--- src/design/assert_macros.svh ---
// assertion macros shared by the deframer rtl
// no dependencies; empty bodies when SYNTHESIS is defined
`ifndef ASSERT_MACROS_SVH
`define ASSERT_MACROS_SVH

`ifndef SYNTHESIS

// property that must hold at every clock edge out of reset
`define HDC_ASSERT(label, clk, rst_n, prop) \
    label: assert property (@(posedge clk) disable iff (!rst_n) (prop)) \
        else $error("%m: assertion failed");

// consequent that must hold in the clock cycle after the antecedent
`define HDC_ASSERT_NEXT(label, clk, rst_n, ante, cons) \
    label: assert property (@(posedge clk) disable iff (!rst_n) (ante) |=> (cons)) \
        else $error("%m: assertion failed");

`else

`define HDC_ASSERT(label, clk, rst_n, prop)
`define HDC_ASSERT_NEXT(label, clk, rst_n, ante, cons)

`endif

`endif

--- src/design/hdc_pkg.sv ---
// types and constants of the header/id/checksum deframer
// no dependencies; used by the interfaces and the top level
package hdc_pkg;

    localparam logic [7:0] HDR_BYTE        = 8'hFF;
    localparam logic [7:0] DEVICE_ID_RESET = 8'h01;
    localparam logic [7:0] MIN_LENGTH      = 8'd2;

    typedef enum logic [2:0] {
        PH_HDR1 = 3'd0,
        PH_HDR2 = 3'd1,
        PH_ID   = 3'd2,
        PH_LEN  = 3'd3,
        PH_BODY = 3'd4
    } t_phase;

    typedef enum logic [1:0] {
        KIND_BODY = 2'd0,
        KIND_GOOD = 2'd1,
        KIND_BAD  = 2'd2
    } t_kind;

endpackage

--- src/design/hdc_if.sv ---
// valid/ready channels of the deframer: received bytes in, results out
// depends on hdc_pkg
interface hdc_rx_if;
    logic       valid;
    logic       ready;
    logic [7:0] rx_byte;

    modport source (output valid, output rx_byte, input ready);
    modport sink   (input valid, input rx_byte, output ready);
endinterface

interface hdc_res_if;
    import hdc_pkg::*;
    logic       valid;
    logic       ready;
    t_kind      out_kind;
    logic [7:0] out_byte;
    logic [7:0] out_index;

    modport source (output valid, output out_kind, output out_byte, output out_index,
                    input ready);
    modport sink   (input valid, input out_kind, input out_byte, input out_index,
                    output ready);
endinterface

--- src/design/header_id_checksum_deframer.sv ---
// top level of the header/id/checksum deframer
// depends on hdc_pkg, hdc_if.sv and assert_macros.svh
`include "assert_macros.svh"

// Byte deframer for streams of the form FF FF id length body... checksum.
// One received beat is taken every clock cycle while the result stage is
// not stalled; a beat passes through the input register and then the result
// register. The byte state machine between those two registers decides each
// byte in a single pass. When the result register holds a beat the sink has
// not taken, both stages hold; i_rx.ready stays high while the input
// register is empty, so one more byte is taken, and then drops until the
// sink takes the result. Header, id and length bytes give no result. Each
// body byte gives a body beat with its position; the checksum byte gives one
// good or bad beat carrying the length byte, then hunting starts again.
// Frames with a foreign id, a broken second header byte or a length below
// two are dropped without any result. The user must write device_id through
// i_cfg_we/i_cfg_data only while the block is idle; the block itself does
// not enforce this.
module header_id_checksum_deframer (
    input  logic       i_clk,
    input  logic       i_rst_n,
    input  logic       i_cfg_we,
    input  logic [7:0] i_cfg_data,
    hdc_rx_if.sink     i_rx,
    hdc_res_if.source  o_res
);
    import hdc_pkg::*;

    // configuration
    logic [7:0] r_device_id;

    // input register
    logic       r_in_valid;
    logic [7:0] r_in_byte;

    // frame state
    t_phase     r_phase,   n_phase;
    logic [7:0] r_sum,     n_sum;
    logic [7:0] r_len,     n_len;
    logic [7:0] r_count,   n_count;

    // result register
    logic       r_out_valid;
    t_kind      r_out_kind;
    logic [7:0] r_out_byte;
    logic [7:0] r_out_index;

    // result of the current byte
    logic       n_res_valid;
    t_kind      n_kind;
    logic [7:0] n_byte;
    logic [7:0] n_index;

    logic       w_advance;   // second stage moves this cycle
    logic       w_fire;      // a byte is decided this cycle
    logic       w_more_body; // byte is a body byte, not the checksum
    logic [7:0] w_count_inc;

    assign w_advance   = !r_out_valid || o_res.ready;
    assign w_fire      = r_in_valid && w_advance;
    assign i_rx.ready  = !r_in_valid || w_advance;
    assign w_count_inc = r_count + 8'd1;
    // body_count + 1 < length, compared without wrap since count < length
    assign w_more_body = ({1'b0, r_count} + 9'd1) < {1'b0, r_len};

    // next frame state for the byte in the input register
    always_comb begin
        n_phase = r_phase;
        n_sum   = r_sum;
        n_len   = r_len;
        n_count = r_count;
        unique case (r_phase)
            PH_HDR1: begin
                n_phase = (r_in_byte == HDR_BYTE) ? PH_HDR2 : PH_HDR1;
            end
            PH_HDR2: begin
                // a broken second header byte is not retried as a first one
                n_phase = (r_in_byte == HDR_BYTE) ? PH_ID : PH_HDR1;
            end
            PH_ID: begin
                if (r_in_byte == r_device_id) begin
                    n_sum   = r_in_byte;
                    n_phase = PH_LEN;
                end else begin
                    n_phase = PH_HDR1;
                end
            end
            PH_LEN: begin
                if (r_in_byte < MIN_LENGTH) begin
                    n_phase = PH_HDR1;
                end else begin
                    n_len   = r_in_byte;
                    n_sum   = r_sum + r_in_byte;
                    n_count = 8'd0;
                    n_phase = PH_BODY;
                end
            end
            PH_BODY: begin
                if (w_more_body) begin
                    n_sum   = r_sum + r_in_byte;
                    n_count = w_count_inc;
                end else begin
                    n_phase = PH_HDR1;
                end
            end
            default: begin
                // unreachable codes behave like hunting the first header byte
                n_phase = (r_in_byte == HDR_BYTE) ? PH_HDR2 : PH_HDR1;
            end
        endcase
    end

    // result beat for the byte in the input register
    always_comb begin
        n_res_valid = 1'b0;
        n_kind      = KIND_BODY;
        n_byte      = r_in_byte;
        n_index     = r_count;
        if (r_phase == PH_BODY) begin
            n_res_valid = 1'b1;
            if (!w_more_body) begin
                // checksum byte: inverted sum of id, length and body
                n_kind  = (r_in_byte == ~r_sum) ? KIND_GOOD : KIND_BAD;
                n_byte  = r_len;
                n_index = 8'd0;
            end
        end
    end

    // configuration register
    always_ff @(posedge i_clk) begin
        if (!i_rst_n) begin
            r_device_id <= DEVICE_ID_RESET;
        end else if (i_cfg_we) begin
            r_device_id <= i_cfg_data;
        end
    end

    // input stage
    always_ff @(posedge i_clk) begin
        if (!i_rst_n) begin
            r_in_valid <= 1'b0;
        end else if (i_rx.ready) begin
            r_in_valid <= i_rx.valid;
        end
    end

    always_ff @(posedge i_clk) begin
        if (i_rx.valid && i_rx.ready) begin
            r_in_byte <= i_rx.rx_byte;
        end
    end

    // frame state and result stage
    always_ff @(posedge i_clk) begin
        if (!i_rst_n) begin
            r_phase     <= PH_HDR1;
            r_sum       <= 8'd0;
            r_len       <= 8'd0;
            r_count     <= 8'd0;
            r_out_valid <= 1'b0;
        end else begin
            if (w_fire) begin
                r_phase <= n_phase;
                r_sum   <= n_sum;
                r_len   <= n_len;
                r_count <= n_count;
            end
            if (w_advance) begin
                r_out_valid <= w_fire && n_res_valid;
            end
        end
    end

    always_ff @(posedge i_clk) begin
        if (w_fire && n_res_valid) begin
            r_out_kind  <= n_kind;
            r_out_byte  <= n_byte;
            r_out_index <= n_index;
        end
    end

    assign o_res.valid     = r_out_valid;
    assign o_res.out_kind  = r_out_kind;
    assign o_res.out_byte  = r_out_byte;
    assign o_res.out_index = r_out_index;

    // checks
    `HDC_ASSERT(a_body_len_ok, i_clk, i_rst_n, (r_phase != PH_BODY) || (r_len >= MIN_LENGTH))
    `HDC_ASSERT(a_body_index_in_frame, i_clk, i_rst_n,
        !(r_out_valid && (r_out_kind == KIND_BODY)) ||
        (({1'b0, r_out_index} + 9'd1) < {1'b0, r_len}))
    `HDC_ASSERT(a_end_index_zero, i_clk, i_rst_n,
        !(r_out_valid && (r_out_kind != KIND_BODY)) || (r_out_index == 8'd0))
    `HDC_ASSERT_NEXT(a_end_rehunts, i_clk, i_rst_n,
        w_fire && n_res_valid && (n_kind != KIND_BODY), r_phase == PH_HDR1)
    `HDC_ASSERT_NEXT(a_stall_holds_state, i_clk, i_rst_n,
        !w_advance && !i_cfg_we, $stable(r_phase) && $stable(r_sum))

endmodule
--- src/flat_wrapper.sv ---
// flat-port wrapper written by rule: the top's interface ports become plain ports
module header_id_checksum_deframer_flat import hdc_pkg::*;
  (i_clk, i_rst_n, i_cfg_we, i_cfg_data, i_rx_valid, i_rx_rx_byte, i_rx_ready, o_res_valid, o_res_out_kind, o_res_out_byte, o_res_out_index, o_res_ready);
  hdc_rx_if i_rx_i ();
  hdc_res_if o_res_i ();
  input  logic i_clk;
  input  logic i_rst_n;
  input  logic i_cfg_we;
  input  logic [7:0] i_cfg_data;
  input wire logic [$bits(i_rx_i.valid)-1:0] i_rx_valid;
  input wire logic [$bits(i_rx_i.rx_byte)-1:0] i_rx_rx_byte;
  output wire logic [$bits(i_rx_i.ready)-1:0] i_rx_ready;
  output wire logic [$bits(o_res_i.valid)-1:0] o_res_valid;
  output wire logic [$bits(o_res_i.out_kind)-1:0] o_res_out_kind;
  output wire logic [$bits(o_res_i.out_byte)-1:0] o_res_out_byte;
  output wire logic [$bits(o_res_i.out_index)-1:0] o_res_out_index;
  input wire logic [$bits(o_res_i.ready)-1:0] o_res_ready;
  assign i_rx_i.valid = i_rx_valid;
  assign i_rx_i.rx_byte = i_rx_rx_byte;
  assign i_rx_ready = i_rx_i.ready;
  assign o_res_valid = o_res_i.valid;
  assign o_res_out_kind = o_res_i.out_kind;
  assign o_res_out_byte = o_res_i.out_byte;
  assign o_res_out_index = o_res_i.out_index;
  assign o_res_i.ready = o_res_ready;
  header_id_checksum_deframer u_core (.i_clk(i_clk), .i_rst_n(i_rst_n), .i_cfg_we(i_cfg_we), .i_cfg_data(i_cfg_data), .i_rx(i_rx_i), .o_res(o_res_i));
endmodule
--- config.mk ---
export PLATFORM = sky130hd
export DESIGN_NAME = header_id_checksum_deframer_flat
export DESIGN_NICKNAME = d
export VERILOG_FILES = /design/src/design/hdc_pkg.sv /design/src/design/hdc_if.sv /design/src/design/header_id_checksum_deframer.sv /design/src/flat_wrapper.sv
export VERILOG_INCLUDE_DIRS = /design/src /design/src/design
export SDC_FILE = /design/constraint.sdc
export NUM_CORES = 1
export LEC_CHECK = 0
export BUFFER_PORTS_ARGS = -buffer_cell sky130_fd_sc_hd__clkbuf_2
export CORE_UTILIZATION = 50
export DETAILED_ROUTE_END_ITERATION = 6
export PLACE_DENSITY = 0.7
export SETUP_SLACK_MARGIN = 0.5
export SYNTH_ARGS = -nofsm -noshare
export SYNTH_HDL_FRONTEND = slang
export SYNTH_SLANG_ARGS = --single-unit
--- constraint.sdc ---
create_clock -name i_clk -period 8.64 [get_ports i_clk]
set_clock_uncertainty 0.1 [all_clocks]
set_input_delay 0.864 -clock i_clk [delete_from_list [all_inputs] [get_ports i_clk]]
set_output_delay 0.864 -clock i_clk [all_outputs]
set_load 0.01 [all_outputs]
==> run metrics <==
Final Critical Period 3.49 ns; PwrDens 162 nW/um^2; Max H-tree Level 3; first-pass GRT wire length between 10 and 15 mm; worst min path class reg -> reg; slew of the pin with the lowest slew margin about 0.94 ns; DIE AREA approximately 7000 um^2; nets around 400; Max Cap Viol 0; area leader, netlist edfxtp_1; Reg area about 1500 um^2; Hold Fails Final Rpt 0; Routability Congestion 0.866; CP Class reg -> reg; DRC violations left 0; I/O Buffers 40; Worst slew margin 37.4%; Core Box Area 6350 um^2; via density per instance 5.63; Max Fclk 287 MHz; crit path capture type flip-flop; vias in the first global route 2,375; post-DP HPWL just under 5 mm; Power Total 0.599 mW; VDD IR max 0.100 mV; Detailed Route WL 6.82 mm; final core utilization just under 60%; Setup WS post-layout 5.15 ns; synth unique cells 56; routed len/inst 15.1 um; Seq/Total Area, Yosys 46.4%; Initial Util 51.6%; setup TNS 0 ns; Die Wd 83.0 um; Post-Synthesis Net Count between 300 and 400; Post-synth EDFFs 26; Seq cells post-synth 63; Final Cycle Share 40.3%; Startpoint Class flip-flop; largest net degree at the start of global routing 30; Post-Syn Area 3280 um^2; antenna viol nets, final 0; clk buf depth 2; dpl cells 436; top post-synthesis cells by area edfxtp_1 24%, dfxtp_1 23%, mux2i_1 6.1%; Initial DRT Pass Iterations 4; share of the synthesized area in the top cell type 23.8%; footprint of the multi-input gates roughly 1600 um^2; Layout area overhead 12.4%; Root Buffer clkbuf_8; Critical Path Max Stage Delay about 0.44 ns; CTS tree built; critical path arrival 3.62 ns; post-CTS resize count 0; status completed; GRT Total Usage 21.2%; asr flop ratio synth 0%; Final Non-Filler Cells roughly 450; initial antenna violation count 0; CP max FO 23; CTS Buf Count 9; predominant post-synthesis flop cell dfxtp_1; Cell Chain, Critical Path ha_1 > nand2_1 > nor2_1 > nand2_1 > xnor2_1 > ha_1 > a21oi_1 > nand2_1 > a221o_1 > o21ai_1 > buf_4 > a21oi_1 > a311oi_1; Yosys warning count 0; vias after detailed routing 2,544; CP most frequent cell nand2_1; pre-CTS setup slack 5.24 ns; fillers 562; Slowest cell on crit path o21ai_1; total gr overflow 0; antenna cells 0; RSZ-0062 raised after global routing false; Post-CTS Setup Repair Bufs 0; num ports 41; TritonCTS sink count 63; clock latency on the worst-skew pair 0.34 ns; Leak 1.39 nW; initial DRC count 136; Final setup viols 0; Pins Over Slew Limit 0; Die Y 83.0 um; Mean Syn Cell Area 9.88 um^2; CTS clk-pin slew, worst paths 0.07 ns; row count 29; post-synthesis cell count 332; hold_buf cts 0; Req. time, crit path 8.77 ns; share of post-route cells with drive strength above 1 17.3%
[layout by cell type, fill, tap and decap left out, types with 2 or more instances in the layout]
master     instances
clkbuf_1           2
a31oi_1            2
nor2_2             2
o31a_1             2
nor2b_1            3
a2111oi_0          2
clkbuf_2          40
ha_1              15
mux2i_1           20
o21ai_1            6
a21oi_1           19
buf_4              2
or3_1              3
nand3_1           13
clkbuf_8           9
nand2_1           35
xnor2_1           15
xor2_1             3
o21ai_0           13
clkinv_2           3
edfxtp_1          26
o211ai_1           2
inv_1             12
nor3_1             6
a311oi_1           3
or4_1              2
dfxtp_1           37
a211oi_1           3
o21a_1             5
nand4_1            6
and2_1            10
nor2_1            28
[report_power, final]
part	internal, mW	leakage, nW	switching, mW
Clock	0.131	0.0945	0.110
Combinational	0.0151	0.777	0.0174
Sequential	0.315	0.519	0.0101
[Yosys cell counts (all sizes together) (3+ instances only)]
cell type	n
a311oi	3
and2	10
a21oi	19
nor2b	3
o21ai	20
nand4	6
clkbuf	6
dfxtp	37
nor3	7
a31oi	3
nand3	13
nand2	36
buf	9
nor2	30
xnor2	15
mux2i	20
o21a	6
xor2	3
a211oi	3
inv	12
or3	3
ha	15
edfxtp	26
[critical path: cells and delay by family, from the launching register on]
kind / cells / cell delay, ns
xor gates and xnor gates: 1 / 0.15
buffers and inverters: 1 / 0.35
AOI/OAI and AO/OA: 5 / 1.35
DFF: 1 / 0.41
adders and majority gates: 2 / 0.54
and+or+nand+nor: 4 / 0.47
[cells by family (layout without fill, tap and decap cells)]
kind of cell    Yosys count  count (layout)  share of synthesized area, %
compound gates           67              67                          13.5
xor+xnor                 18              18                          4.81
fa+ha+maj                16              16                          6.33
buf+inv                  27              70                          3.93
flops                    63              63                          46.4
mux                      20              20                          6.10
simple gates            121             121                          18.9
[final timing paths]
| path | cells past startpoint | slack, ns | to | start |
|---|---|---|---|---|
| min reg2reg | 2 | 0.38 | u_core.r_len[1] | u_core.r_len[1] |
| max reg2reg | 13 | 5.15 | u_core.r_sum[5] | u_core.r_count[0] |
| min | 2 | 0.38 | u_core.r_len[1] | u_core.r_len[1] |
| max | 13 | 5.15 | u_core.r_sum[5] | u_core.r_count[0] |
[through the flow]
step	instance area (um^2)	hold WS, ns
after CTS	3690	0.383
after global routing	3690	0.390
final	3690	0.384
after global placement	3510	0.370
after floorplan	3280	0.350
after detailed placement	3510	0.373
[metal layers]
layer / track usage [%] / vias up / share of wire [%]
met2: 32.9 / 77 / 45
met4: 9.72 / 0 / 2.0
met1: 28.1 / 1185 / 47
met3: 4.77 / 12 / 5.5
met5: 0 / - / 0
li1: - / 1270 / -
[sequential cells by signal, indices dropped and copies added, names as in the netlist]
register / count
u_core.r_in_valid: 1
u_core.o_res.out_byte: 8
u_core.r_len: 8
u_core.r_phase: 3
u_core.r_count: 8
u_core.o_res.out_index: 8
u_core.r_device_id: 8
u_core.r_in_byte: 8
u_core.r_sum: 8
u_core.o_res.valid: 1
u_core.o_res.out_kind: 2
[final cells by class]
class | count | area share (%)
sequential | 63 | 41.3
clock inverter | 5 | 1.32
clock buffer | 11 | 3.56
timing repair buffer | 42 | 5.84
tap | 77 | 2.61
inverter | 12 | 1.22
multi-input combinational | 242 | 44.2
Power figures use the tool's default switching activity.
